$ cat src/sv/fcce_pkg.sv
// ----------------------------------------------------------------------------
// fcce_pkg: shared types and constants for the cluster chain engine
// Table geometry, request and status codes, and the command/status bundles
// that run between the controller and the datapath.
// ----------------------------------------------------------------------------
package fcce_pkg;

  localparam int TABLE_DEPTH        = 4096;
  localparam int ADDR_W             = $clog2(TABLE_DEPTH);
  localparam int CNT_W              = ADDR_W + 1;
  localparam int FIRST_DATA_CLUSTER = 2;

  localparam logic [12:0] ENTRIES_RESET = 13'd4096;
  localparam logic [31:0] EOC_RESET     = 32'h0FFF_FFFF;

  typedef enum logic [2:0] {
    OP_WRITE  = 3'd0,
    OP_READ   = 3'd1,
    OP_COUNT  = 3'd2,
    OP_FIRST  = 3'd3,
    OP_APPEND = 3'd4,
    OP_TRIM   = 3'd5,
    OP_NTH    = 3'd6,
    OP_NONE   = 3'd7
  } op_t;

  typedef enum logic [2:0] {
    ST_OK          = 3'd0,
    ST_NO_SPACE    = 3'd1,
    ST_ENDED_EARLY = 3'd2,
    ST_RANGE       = 3'd3,
    ST_BROKEN      = 3'd4
  } status_t;

  typedef enum logic {
    CFG_ENTRIES = 1'b0,
    CFG_EOC     = 1'b1
  } cfg_idx_t;

  // table write selection
  typedef enum logic [2:0] {
    WR_NONE,
    WR_ENTRY,      // requested entry <= request value
    WR_TAIL_LINK,  // tail <= found free cluster
    WR_FREE_EOC,   // found cluster <= end of chain
    WR_PREV_EOC,   // cluster before tail <= end of chain
    WR_TAIL_FREE   // tail <= 0
  } wr_sel_t;

  typedef enum logic [2:0] {
    ANS_ZERO,
    ANS_RDATA,
    ANS_COUNT,
    ANS_FOUND,
    ANS_POS
  } ans_sel_t;

  typedef struct packed {
    logic     load;
    logic     rd_pos;
    logic     walk_adv;
    logic     nth_adv;
    logic     scan_init;
    logic     scan_run;
    wr_sel_t  wr;
    logic     finish;
    status_t  fin_status;
    ans_sel_t fin_ans;
  } cmd_t;

  typedef struct packed {
    op_t  op;
    logic start_bad;
    logic chain_bad;
    logic offset_zero;
    logic pos_is_eoc;
    logic pos_in_range;
    logic rd_is_eoc;
    logic rd_link_bad;
    logic has_prev;
    logic scan_hit;
    logic scan_done;
  } stat_t;

endpackage

$ cat src/sv/fcce_ctrl.sv
// ----------------------------------------------------------------------------
// fcce_ctrl: cluster chain request sequencer
// Decodes a request and steps the datapath through reads, scans, chain walks
// and table updates.
// ----------------------------------------------------------------------------
module fcce_ctrl (
  input  logic            clk,
  input  logic            rst,
  input  logic            start,
  input  fcce_pkg::stat_t stat,
  output fcce_pkg::cmd_t  cmd,
  output logic            busy
);

  typedef enum logic [3:0] {
    S_IDLE,
    S_DISPATCH,
    S_READ_DONE,
    S_WALK_RD,
    S_WALK_EV,
    S_SCAN,
    S_FOUND,
    S_APPEND_EOC,
    S_TRIM_FREE,
    S_NTH,
    S_NTH_EV
  } state_t;

  state_t state;
  state_t state_next;

  assign busy = state != S_IDLE;

  always_comb begin
    cmd        = '0;
    state_next = state;
    unique case (state)
      S_IDLE: begin
        if (start) begin
          cmd.load   = 1'b1;
          state_next = S_DISPATCH;
        end
      end
      S_DISPATCH: begin
        unique case (stat.op)
          fcce_pkg::OP_WRITE: begin
            cmd.finish = 1'b1;
            if (stat.start_bad) begin
              cmd.fin_status = fcce_pkg::ST_RANGE;
            end else begin
              cmd.wr = fcce_pkg::WR_ENTRY;
            end
            state_next = S_IDLE;
          end
          fcce_pkg::OP_READ: begin
            if (stat.start_bad) begin
              cmd.finish     = 1'b1;
              cmd.fin_status = fcce_pkg::ST_RANGE;
              state_next     = S_IDLE;
            end else begin
              cmd.rd_pos = 1'b1;
              state_next = S_READ_DONE;
            end
          end
          fcce_pkg::OP_COUNT, fcce_pkg::OP_FIRST: begin
            cmd.scan_init = 1'b1;
            state_next    = S_SCAN;
          end
          fcce_pkg::OP_APPEND, fcce_pkg::OP_TRIM: begin
            if (stat.chain_bad) begin
              cmd.finish     = 1'b1;
              cmd.fin_status = fcce_pkg::ST_RANGE;
              state_next     = S_IDLE;
            end else begin
              cmd.rd_pos = 1'b1;
              state_next = S_WALK_EV;
            end
          end
          fcce_pkg::OP_NTH: begin
            if (!stat.offset_zero && stat.chain_bad) begin
              cmd.finish     = 1'b1;
              cmd.fin_status = fcce_pkg::ST_RANGE;
              state_next     = S_IDLE;
            end else begin
              state_next = S_NTH;
            end
          end
          default: begin
            cmd.finish = 1'b1;
            state_next = S_IDLE;
          end
        endcase
      end
      S_READ_DONE: begin
        cmd.finish  = 1'b1;
        cmd.fin_ans = fcce_pkg::ANS_RDATA;
        state_next  = S_IDLE;
      end
      S_WALK_RD: begin
        cmd.rd_pos = 1'b1;
        state_next = S_WALK_EV;
      end
      S_WALK_EV: begin
        if (stat.rd_is_eoc) begin
          if (stat.op == fcce_pkg::OP_APPEND) begin
            cmd.scan_init = 1'b1;
            state_next    = S_SCAN;
          end else if (stat.has_prev) begin
            cmd.wr     = fcce_pkg::WR_PREV_EOC;
            state_next = S_TRIM_FREE;
          end else begin
            cmd.finish = 1'b1;
            state_next = S_IDLE;
          end
        end else if (stat.rd_link_bad) begin
          cmd.finish     = 1'b1;
          cmd.fin_status = fcce_pkg::ST_BROKEN;
          state_next     = S_IDLE;
        end else begin
          cmd.walk_adv = 1'b1;
          state_next   = S_WALK_RD;
        end
      end
      S_SCAN: begin
        cmd.scan_run = 1'b1;
        if (stat.scan_hit && (stat.op != fcce_pkg::OP_COUNT)) begin
          state_next = S_FOUND;
        end else if (stat.scan_done) begin
          cmd.finish = 1'b1;
          if (stat.op == fcce_pkg::OP_COUNT) begin
            cmd.fin_ans = fcce_pkg::ANS_COUNT;
          end else begin
            cmd.fin_status = fcce_pkg::ST_NO_SPACE;
          end
          state_next = S_IDLE;
        end
      end
      S_FOUND: begin
        if (stat.op == fcce_pkg::OP_FIRST) begin
          cmd.finish  = 1'b1;
          cmd.fin_ans = fcce_pkg::ANS_FOUND;
          state_next  = S_IDLE;
        end else begin
          cmd.wr     = fcce_pkg::WR_TAIL_LINK;
          state_next = S_APPEND_EOC;
        end
      end
      S_APPEND_EOC: begin
        cmd.wr      = fcce_pkg::WR_FREE_EOC;
        cmd.finish  = 1'b1;
        cmd.fin_ans = fcce_pkg::ANS_FOUND;
        state_next  = S_IDLE;
      end
      S_TRIM_FREE: begin
        cmd.wr      = fcce_pkg::WR_TAIL_FREE;
        cmd.finish  = 1'b1;
        cmd.fin_ans = fcce_pkg::ANS_POS;
        state_next  = S_IDLE;
      end
      S_NTH: begin
        if (stat.offset_zero || stat.pos_is_eoc) begin
          cmd.finish = 1'b1;
          if (stat.offset_zero) begin
            cmd.fin_ans = fcce_pkg::ANS_POS;
          end else begin
            cmd.fin_status = fcce_pkg::ST_ENDED_EARLY;
          end
          state_next = S_IDLE;
        end else if (!stat.pos_in_range) begin
          cmd.finish     = 1'b1;
          cmd.fin_status = fcce_pkg::ST_BROKEN;
          state_next     = S_IDLE;
        end else begin
          cmd.rd_pos = 1'b1;
          state_next = S_NTH_EV;
        end
      end
      S_NTH_EV: begin
        cmd.nth_adv = 1'b1;
        state_next  = S_NTH;
      end
      default: begin
        state_next = S_IDLE;
      end
    endcase
  end

  always_ff @(posedge clk) begin
    if (rst) begin
      state <= S_IDLE;
    end else begin
      state <= state_next;
    end
  end

endmodule

$ cat config.mk
export PLATFORM = sky130hd
export DESIGN_NAME = fcce_ctrl
export DESIGN_NICKNAME = d
export VERILOG_FILES = /design/src/sv/fcce_pkg.sv /design/src/sv/fcce_ctrl.sv
export SDC_FILE = /design/constraint.sdc
export NUM_CORES = 1
export LEC_CHECK = 0
export BUFFER_PORTS_ARGS = -buffer_cell sky130_fd_sc_hd__clkbuf_2
export CORE_UTILIZATION = 42
export DETAILED_ROUTE_END_ITERATION = 12
export PLACE_DENSITY = 0.83
export RECOVER_POWER = 100
export SYNTH_ARGS = -nofsm -noshare
export SYNTH_HDL_FRONTEND = slang
export SYNTH_SLANG_ARGS = --single-unit
$ cat constraint.sdc
create_clock -name clk -period 1.25 [get_ports clk]
set_clock_uncertainty 0.05 [all_clocks]
set_input_delay 0.0625 -clock clk [delete_from_list [all_inputs] [get_ports clk]]
set_output_delay 0.0625 -clock clk [all_outputs]
set_load 0.01 [all_outputs]
==> summary.txt, run 1 <==
CP Capture Type -> output pin
Port bufs -> 32
Adder-cell share of the synthesized area -> 0%
First drt pass iteration count -> 4
Post-route ant nets -> 0
Max frequency -> 571 MHz
Yosys warns -> 0
Initial Util -> 44.8%
TritonCTS clock tree -> yes
Hold path depth -> 3
Layout Area Growth over Synthesis -> 104%
Slowest cell on crit path -> and4bb_2
Library cells used by synthesis -> 44
Met2 Wirelength -> 1850 um
DR WL met3 -> 336 um
IO Pins -> 33
Largest net degree at the start of global routing -> 10
Syn_nets -> 121
DR vias -> 1301
Register area share after synthesis -> 10.4%
Yosys top cell by area -> dfxtp_1
Share of the synthesized area in the top cell type -> 10.4%
Outcome -> finished, violations left
Critical path, cell by cell -> and4bb_2, nand2_1, mux2_4, o31ai_4, buf_2
Post-Synth XOR/XNOR Area -> 0%
Main synth FF type -> dfxtp_1
Asr flop ratio synth -> 0%
RR Startpoint -> state[3]$_SDFFE_PP0P_
Layout cells sized above 1 -> 66.5%
First-pass GRT wire length -> 5380 um
Register-to-Register Path Depth -> 6
# nets final -> 203
DIE AREA -> 2020 sq um
Pleak -> 0.748 nW
Max-slew violations -> 0
Num CTS Buffers -> 3
EDFF count, synth -> 0
Max FFs per register -> 4
Simple logic cell fraction of the synthesized area -> 39.3%
CTS clk-pin slew, worst paths -> 40 ps
Vias in the first global route -> 1191
Die width -> 44.9 um
CP max FO -> 8
Largest family of logic cells by synthesized area -> simple AND/OR/NAND/NOR gates
Later-pin clock latency in the skew report -> 230 ps
Drt wl/cell -> 18.4 um
Root buf cell -> clkbuf_4
Final Hold Vio Count -> 0
Cell family with most CP delay -> simple AND/OR/NAND/NOR gates
Power density over the cells -> 631 nW/um^2
DR DRC count -> 0
Clk buf depth -> 2
CP max stage delay -> 370 ps
WL met1 -> 1510 um
Final Wtd Congestion -> 0.886
Core area -> 1730 sq um
Maxcap violations -> 0
Worst setup margin -> -502 ps
Fill cells -> 79
Violated checks -> negative setup slack
Synth cell count leaders -> inv_1 (10), nor2_1 (8), nand2_1 (7)
Min-Delay Endpoint -> state[3]$_SDFFE_PP0P_
Setup violations, final -> 21
Buffers & Inverters on Critical Path -> 1
DPL Wire Length -> 2180 um
Synthesized area per cell -> 7.36 sq um
Initial antenna violation count -> 0
Min-Delay Path Class -> input pin to register
Post-synthesis mux area share -> 2.75%
Avg Vias per Cell -> 6.20
Hold_sp -> stat[2]
TNS Setup -> -7750 ps
Setup CP Type -> register to output pin
Grt ovf -> 0
Synth top area cells -> dfxtp_1 (10%), nor4b_4 (6.1%), a31oi_1 (4.9%), inv_1 (4.9%), a21oi_1 (3.9%)
Synthesized instance count -> 105
RSZ-0062 raised after global routing -> true
Startpoint types -> register
Rel. slew slack -> 72.1%
Max VDD drop -> 0.458 mV
Largest Register -> state
CTS sink count -> 4
Top Registers -> state: 4 flops
Worst-margin pin slew -> 413 ps
Number of DRC markers in iteration 0 -> 63
Min Clock Period, post-route -> 1750 ps
Detailed-route wire length -> 3870 um
Final Cycle Share -> 140%
Synth Area in Compound Gates -> 36.1%
Critical Path AT -> 1640 ps
Mapped cell area -> 773 sq um
Setup slack, reg-to-reg -> -440 ps
Top sig layer -> met4
Critical R2R Capture -> state[0]$_SDFFE_PP0P_
Diode count -> 0
Data required time of the worst path -> 1140 ps
Total GRT Usage -> 36.8%
Power, Total -> 0.994 mW
Seq cells post-synth -> 4
Die Y -> 44.9 um
# H-tree levels -> 1
Rows -> 15
Most frequent cell after synthesis -> inv_1
-- worst register-to-register path, stage by stage (launching register included) --
cell and delay (ps):
dfxtp_4 360, buf_4 140, buf_4 130, nor4b_4 300
a32o_2 240, a31oi_1 80, a311oi_2 270
-- final cells by class --
cell class | count | area (sq um) | area share, %
clock buffers | 3 | 22.5 | 1.43
inverters | 10 | 41.3 | 2.62
multi-input cells | 83 | 742 | 47.1
flip-flops and latches | 4 | 95.1 | 6.04
well taps | 25 | 31.3 | 1.99
repair buffers | 85 | 642 | 40.8
-- worst max path at each step --
stage               endpoint                   from  cells after the start
floorplan             cmd[1]  state[0]$_SDFFE_PP0P_                      5
finish                cmd[1]  state[3]$_SDFFE_PP0P_                      5
global route          cmd[1]  state[1]$_SDFFE_PP0P_                      5
CTS                   cmd[1]  state[3]$_SDFFE_PP0P_                      5
global placement      cmd[1]  state[2]$_SDFFE_PP0P_                      5
detailed placement    cmd[6]  state[2]$_SDFFE_PP0P_                      5
-- metrics by stage --
step	instances	utilization (%)	cell area (sq um)	setup slack, ps	hold slack (ps)
2_1_floorplan	105	-	821	-140	73.0
3_3_place_gp	188	70.9	1220	-248	230
3_5_place_dp	188	70.9	1220	-330	235
4_1_cts	205	84.9	1470	-453	95.5
5_1_grt	210	91.2	1570	-567	104
6_report	210	91.2	1570	-502	98.6
-- timing repair --
action | 4_1_cts | 5_1_grt
pin swaps | 16 | 12
hold buffers | 1 | 0
resized for setup | 29 | 31
buffers inserted | 15 | 5
hold endpoints to repair | 4 | 0
setup endpoints to repair | 21 | 21
-- layout by cell type (no fill, tap or decap), types with 3 or more instances in the layout --
cell type and instances:
nand3b_1 3, a31oi_1 6, buf_6 13, o211ai_1 3, nor4b_4 3, buf_4 42, buf_2 11, clkbuf_2 16
dfxtp_4 4, nor2_1 6, nand2_1 5, clkbuf_4 3, nand3_2 5, a21oi_1 5, inv_1 7, a32o_1 3
-- power by group --
group / internal, mW / switching [mW] / leakage (nW)
Combinational: 0.363 / 0.305 / 0.699
Sequential: 0.139 / 0.0307 / 0.0355
Clock: 0.107 / 0.0491 / 0.0138
Total: 0.609 / 0.385 / 0.748
-- layer usage --
metal  vias up  GRT usage, %
li1        564             -
met3        19          9.20
met5         -             0
met2       107          62.4
met1       611          42.8
met4         0          18.8
-- cells by family (layout without fill, tap and decap cells) --
group	Yosys count	in the layout
simple gates	45	45
compound gates	36	36
buf+inv	18	98
flops	4	4
mux	2	2
Note: power is estimated with default switching activity, not from simulation.
==> inputs of run 2 (changes only) <==
--- a/config.mk
+++ b/config.mk
@@ -10,6 +10,8 @@
 export DETAILED_ROUTE_END_ITERATION = 12
 export PLACE_DENSITY = 0.83
 export RECOVER_POWER = 100
+export SLEW_MARGIN = 20
 export SYNTH_ARGS = -nofsm -noshare
 export SYNTH_HDL_FRONTEND = slang
 export SYNTH_SLANG_ARGS = --single-unit
+export TNS_END_PERCENT = 10
==> run 2 against run 1 <==
Effect of this change:
- the run still ends with negative setup slack left
- total power is 12% lower
- first-iteration DRC count is 3.2% lower
- global-route usage is 5.1 points lower
- non-clock buffer count is 12 lower
- register-to-register slack better by 100 ps
- worst hold slack worse by 15 ps
- critical path type unchanged
- largest power group unchanged
- highest routed layer unchanged
==> summary.txt, run 2 (same netlist as run 1, synthesis figures left out) <==
Outcome -> finished, violations left
Violated checks -> negative setup slack
Sw power -> 0.342 mW (-11%)
Max VDD drop -> 0.327 mV (-29%)
Number of DRC markers in iteration 0 -> 61 (-3.2%)
TNS Setup -> -7490 ps (+254 ps)
Worst setup margin -> -528 ps (-25.4 ps)
Setup violations, final -> 21 (unchanged)
Layout Area Growth over Synthesis -> 78.8%
Total GRT Usage -> 31.7% (-5.1 points)
Final Wtd Congestion -> 0.913 (+3.1%)
Core area -> 1730 sq um (unchanged)
Commonest non-fill, non-tap cells in the layout -> buf_4 (36), clkbuf_2 (23), inv_1 (9)
Seq pwr share -> 18.3% (+1.2 points)
IO Pins -> 33 (unchanged)
Cell family with most CP delay -> buffers and inverters
First-pass GRT wire length -> 4690 um (-13%)
Post-route ant nets -> 0 (unchanged)
Pleak -> 0.661 nW (-12%)
Root buf cell -> clkbuf_4
Min Clock Period, post-route -> 1780 ps (+25.4 ps)
Diode count -> 0 (unchanged)
CTS clk-pin slew, worst paths -> 40 ps (about the same)
Rel. slew slack -> 71.0% (-1.1 points)
Startpoint types -> register
Maxcap violations -> 0 (unchanged)
Dpl cell area -> 1200 sq um (-2.1%)
Initial antenna violation count -> 0 (unchanged)
Critical Path AT -> 1670 ps (+30 ps)
Die width -> 44.9 um (unchanged)
CP Capture Type -> output pin
Commonest non-fill, non-tap cell in the layout -> buf_4
CP max stage delay -> 360 ps (about the same)
# H-tree levels -> 1 (unchanged)
Critical path, cell by cell -> buf_6, nor4b_4, buf_4, o211ai_1, o211ai_1, buf_2
Port bufs -> 32 (unchanged)
Largest net degree at the start of global routing -> 9 (-1)
CP max FO -> 8 (unchanged)
Grt ovf -> 0 (unchanged)
DIE AREA -> 2020 sq um (unchanged)
TritonCTS clock tree -> yes
Buffers & Inverters on Critical Path -> 3 (+2)
Detailed-route wire length -> 3030 um (-22%)
DPL Wire Length -> 2330 um (+6.5%)
Comb pwr share -> 62.4% (-4.8 points)
Clk buf depth -> 2 (unchanged)
Fill cells -> 120 (+52%)
Max FFs per register -> 4 (unchanged)
Clock share of power -> 19.2% (+3.5 points)
Setup CP Type -> register to output pin
Max-slew violations -> 0 (unchanged)
Multi-input gate area -> 694 sq um (-6.4%)
Post-route cell area -> 1380 sq um (-12%)
# nets final -> 191 (-5.9%)
Internal power -> 0.530 mW (-13%)
Avg Vias per Cell -> 5.97 (-3.6%)
Layout cells sized above 1 -> 57.8% (-8.7 points)
Drt wl/cell -> 15.3 um (-17%)
Top Registers -> state: 4 flops
Vias in the first global route -> 1089 (-8.6%)
CTS sink count -> 4 (unchanged)
Sw Ratio -> 39.2% (+0.45 points)
First drt pass iteration count -> 4 (unchanged)
Placed Cells -> 187 (-0.53%)
Final std cells w/o fill -> 198 (-5.7%)
Data required time of the worst path -> 1140 ps (about the same)
Worst-margin pin slew -> 430 ps (+16.6 ps)
Largest Register -> state
Max frequency -> 563 MHz (-1.4%)
Post-placement setup slack -> -364 ps (-33.2 ps)
Rows -> 15 (unchanged)
Slowest cell on crit path -> dfxtp_4
DR DRC count -> 0 (unchanged)
RSZ-0062 raised after global routing -> true
Num CTS Buffers -> 3 (unchanged)
Power density over the cells -> 631 nW/um^2 (-0.12%)
Min-Delay Path Class -> input pin to register
Die Y -> 44.9 um (unchanged)
CP most frequent cell -> o211ai_1
Final Cycle Share -> 142% (+2.0 points)
Smallest hold slack -> 84.0 ps (-14.6 ps)
Later-pin clock latency in the skew report -> 240 ps (about the same)
Final Hold Vio Count -> 0 (unchanged)
Flip-flop and latch area -> 92.6 sq um (-2.6%)
Initial Util -> 44.8% (unchanged)
DR vias -> 1182 (-9.1%)
run 2: cell count changes in the layout (fill, tap and decap cells not counted), moves of 2 or more:
cell / change
buf_2: -3
buf_4: -6
buf_6: -9
clkbuf_2: +7
inv_1: +2
inv_2: -2
nand2_1: +2
nand2_2: -2
nand3_1: +4
nand3_2: -4
nor2b_4: -2
run 2: power groups by stage:
stage                     clock network (mW)  registers, mW  logic (mW)
after floorplan                            0          0.152       0.263
after global placement                     0          0.161       0.445
after detailed placement                   0          0.162       0.459
after CTS                              0.168          0.160       0.511
after global routing                   0.181          0.161       0.580
final                                  0.168          0.160       0.544
run 2: final cells by class:
| type | instances | area share (%) |
|---|---|---|
| inverter | 10 | 2.99 |
| timing repair buffer | 73 | 36.2 |
| clock buffer | 3 | 1.63 |
| tap | 25 | 2.26 |
| sequential | 4 | 6.70 |
| multi-input combinational | 83 | 50.2 |
run 2: timing repair:
action / in CTS / in global routing
pin swaps: 12 / 6
hold buffers: 1 / 0
gates resized for setup: 16 / 18
endpoints found under the setup margin: 21 / 21
setup buffers: 6 / 1
hold endpoints to repair: 4 / 0
run 2: path summary, 6_finish.rpt:
check / endpoint / start / slack, ps / cells past startpoint
min reg2reg: state[0]$_SDFFE_PP0P_ / state[2]$_SDFFE_PP0P_ / 650 / 3
max reg2reg: state[0]$_SDFFE_PP0P_ / state[0]$_SDFFE_PP0P_ / -340 / 6
min: state[3]$_SDFFE_PP0P_ / stat[2] / 80 / 3
max: cmd[6] / state[2]$_SDFFE_PP0P_ / -530 / 6
run 2: routing by layer:
metal,vias up,global-route usage [%],share of wire (%)
met1,546,35.4,38
met4,0,13.9,2.4
li1,541,-,-
met2,83,59.1,52
met3,12,4.40,7.0
met5,-,0,0
run 2: metrics by stage:
| step | utilization [%] | power [mW] |
|---|---|---|
| detailed placement | 69.4 | 0.622 |
| finish | 80.1 | 0.872 |
| floorplan | - | 0.416 |
| global route | 80.1 | 0.923 |
| CTS | 76.7 | 0.839 |
| global placement | 69.4 | 0.606 |
run 2: worst register-to-register path, delay by kind of cell (launching register included):
| family | cells | cell delay [ps] |
|---|---|---|
| buffers and inverters | 2 | 290 |
| AOI/OAI and AO/OA | 3 | 630 |
| and+or+nand+nor | 1 | 140 |
| DFF | 1 | 350 |
==> inputs of run 3 (changes only) <==
--- a/config.mk
+++ b/config.mk
@@ -10,6 +10,7 @@
 export DETAILED_ROUTE_END_ITERATION = 12
 export PLACE_DENSITY = 0.83
 export RECOVER_POWER = 100
+export SETUP_SLACK_MARGIN = 0.3
 export SLEW_MARGIN = 20
 export SYNTH_ARGS = -nofsm -noshare
 export SYNTH_HDL_FRONTEND = slang
==> run 3 against run 2 <==
Effect of this change:
- the run still ends with negative setup slack left
- combinational power down 4.4%
- worst hold slack worse by 60 ps
- total power down 3.2%
- cell count up 0.51%
- non-clock buffer count up 1
- critical endpoint is now cmd[1]
- largest cell class unchanged
==> summary.txt, run 3 (same netlist as run 1, synthesis figures left out) <==
Outcome -> finished, violations left
Violated checks -> negative setup slack
RSZ-0062 raised after global routing -> true
Max VDD drop -> 0.291 mV (-11%)
Top Registers -> state: 4 flops
Post-placement setup slack -> -347 ps (+16.3 ps)
Hold path depth -> 2 (-1)
Min Clock Period, post-route -> 1740 ps (-38.6 ps)
Setup slack, reg-to-reg -> -360 ps (-20 ps)
Avg Vias per Cell -> 6.03 (+1.0%)
Critical Path AT -> 1630 ps (-40 ps)
Placed Cells -> 191 (+2.1%)
Largest net degree at the start of global routing -> 10 (+1)
Data required time of the worst path -> 1140 ps (about the same)
Startpoint types -> register
TNS Setup -> -6840 ps (+654 ps)
Root buf cell -> clkbuf_4
Core area -> 1730 sq um (unchanged)
Initial Util -> 44.8% (unchanged)
Rows -> 15 (unchanged)
Number of DRC markers in iteration 0 -> 65 (+6.6%)
# nets final -> 192 (+0.52%)
Register-to-Register Path Depth -> 6 (unchanged)
First drt pass iteration count -> 4 (unchanged)
Post-route ant nets -> 0 (unchanged)
Min-Delay Endpoint -> state[0]$_SDFFE_PP0P_
Max FFs per register -> 4 (unchanged)
Pleak -> 0.664 nW (+0.53%)
DPL Wire Length -> 2340 um (+0.58%)
Num CTS Buffers -> 3 (unchanged)
Die Y -> 44.9 um (unchanged)
Diode count -> 0 (unchanged)
Max frequency -> 575 MHz (+2.2%)
Final Cycle Share -> 139% (-3.1 points)
Fill cells -> 121 (+0.83%)
Power density over the cells -> 618 nW/um^2 (-2.1%)
Final Wtd Congestion -> 0.946 (+3.7%)
Commonest non-fill, non-tap cell in the layout -> buf_4
Rel. slew slack -> 71.9% (+0.99 points)
Critical R2R Capture -> state[0]$_SDFFE_PP0P_
Utilization after layout -> 79.2% (-0.87 points)
TritonCTS clock tree -> yes
IO Pins -> 33 (unchanged)
Port bufs -> 32 (unchanged)
Grt ovf -> 0 (unchanged)
Worst setup margin -> -489 ps (+38.6 ps)
Largest Register -> state
Final std cells w/o fill -> 199 (+0.51%)
Max-slew violations -> 0 (unchanged)
DR DRC count -> 0 (unchanged)
Drt wl/cell -> 16.4 um (+7.1%)
CP Capture Type -> output pin
Vias in the first global route -> 1049 (-3.7%)
Commonest non-fill, non-tap cells in the layout -> buf_4 (37), clkbuf_2 (23), inv_1 (9)
Initial antenna violation count -> 0 (unchanged)
Final Hold Vio Count -> 0 (unchanged)
Layout Area Growth over Synthesis -> 76.9%
Later-pin clock latency in the skew report -> 230 ps (about the same)
Detailed-route wire length -> 3260 um (+7.6%)
Die width -> 44.9 um (unchanged)
CP max FO -> 7 (-1)
CTS clk-pin slew, worst paths -> 40 ps (about the same)
Setup violations, final -> 21 (unchanged)
Setup CP Type -> register to output pin
# H-tree levels -> 1 (unchanged)
Clk buf depth -> 2 (unchanged)
Layout cells sized above 1 -> 57.5% (-0.33 points)
CTS sink count -> 4 (unchanged)
Min-Delay Path Class -> input pin to register
DR vias -> 1200 (+1.5%)
Worst-margin pin slew -> 417 ps (-12.4 ps)
DIE AREA -> 2020 sq um (unchanged)
Hold_sp -> rst
RR Startpoint -> state[1]$_SDFFE_PP0P_
First-pass GRT wire length -> 4740 um (+1.0%)
Maxcap violations -> 0 (unchanged)
Total GRT Usage -> 31.3% (-0.42 points)
## run 3: worst max-delay path, stage by stage (launching register included)
cell	delay [ps]
dfxtp_4	360
and4bb_2	340
nand2_1	70
mux2_4	290
o31ai_4	180
buf_2	160
## run 3: per-layer routing
layer	GRT usage (%)	vias up	part of all wire [%]
met5	0	-	0
met4	7.27	0	4.0
met3	1.20	17	5.3
met2	57.6	74	49
met1	40.0	566	42
li1	-	543	-
## run 3: layout make-up
class	instances	area (sq um)	share of cell area [%]
clock buffers	3	22.5	1.65
inverters	10	37.5	2.74
multi-input cells	83	681	49.8
flip-flops and latches	4	95.1	6.95
well taps	25	31.3	2.29
repair buffers	74	500	36.6
## run 3: how the worst max path moves through the flow
stage / cells after the start / end / startpoint / slack, ps
6_report: 5 / cmd[1] / state[3]$_SDFFE_PP0P_ / -490
5_1_grt: 5 / cmd[1] / state[3]$_SDFFE_PP0P_ / -520
4_1_cts: 6 / cmd[6] / state[1]$_SDFFE_PP0P_ / -470
3_5_place_dp: 5 / state[0]$_SDFFE_PP0P_ / state[2]$_SDFFE_PP0P_ / -350
3_3_place_gp: 6 / cmd[6] / state[2]$_SDFFE_PP0P_ / -280
2_1_floorplan: 5 / cmd[1] / state[0]$_SDFFE_PP0P_ / -140
## run 3: timing repair
item | CTS | global route
endpoints found under the hold margin | 0 | 0
setup endpoints to repair | 21 | 21
hold buffers | 0 | 0
pin swaps | 14 | 1
buffers inserted | 5 | 0
cloned | 0 | 0
gates resized for setup | 16 | 16
## run 3: power breakdown
part / switching, mW / total [mW] / internal (mW)
Combinational: 0.251 / 0.520 / 0.270
Clock: 0.0495 / 0.157 / 0.107
Sequential: 0.0280 / 0.167 / 0.139
## run 3: stage by stage
step	hold WS (ps)	total power [mW]	cell area, sq um
3_5_place_dp	246	0.624	1220
2_1_floorplan	73.0	0.418	808
5_1_grt	15.6	0.892	1370
4_1_cts	10.6	0.817	1330
3_3_place_gp	232	0.607	1220
6_report	23.6	0.845	1370
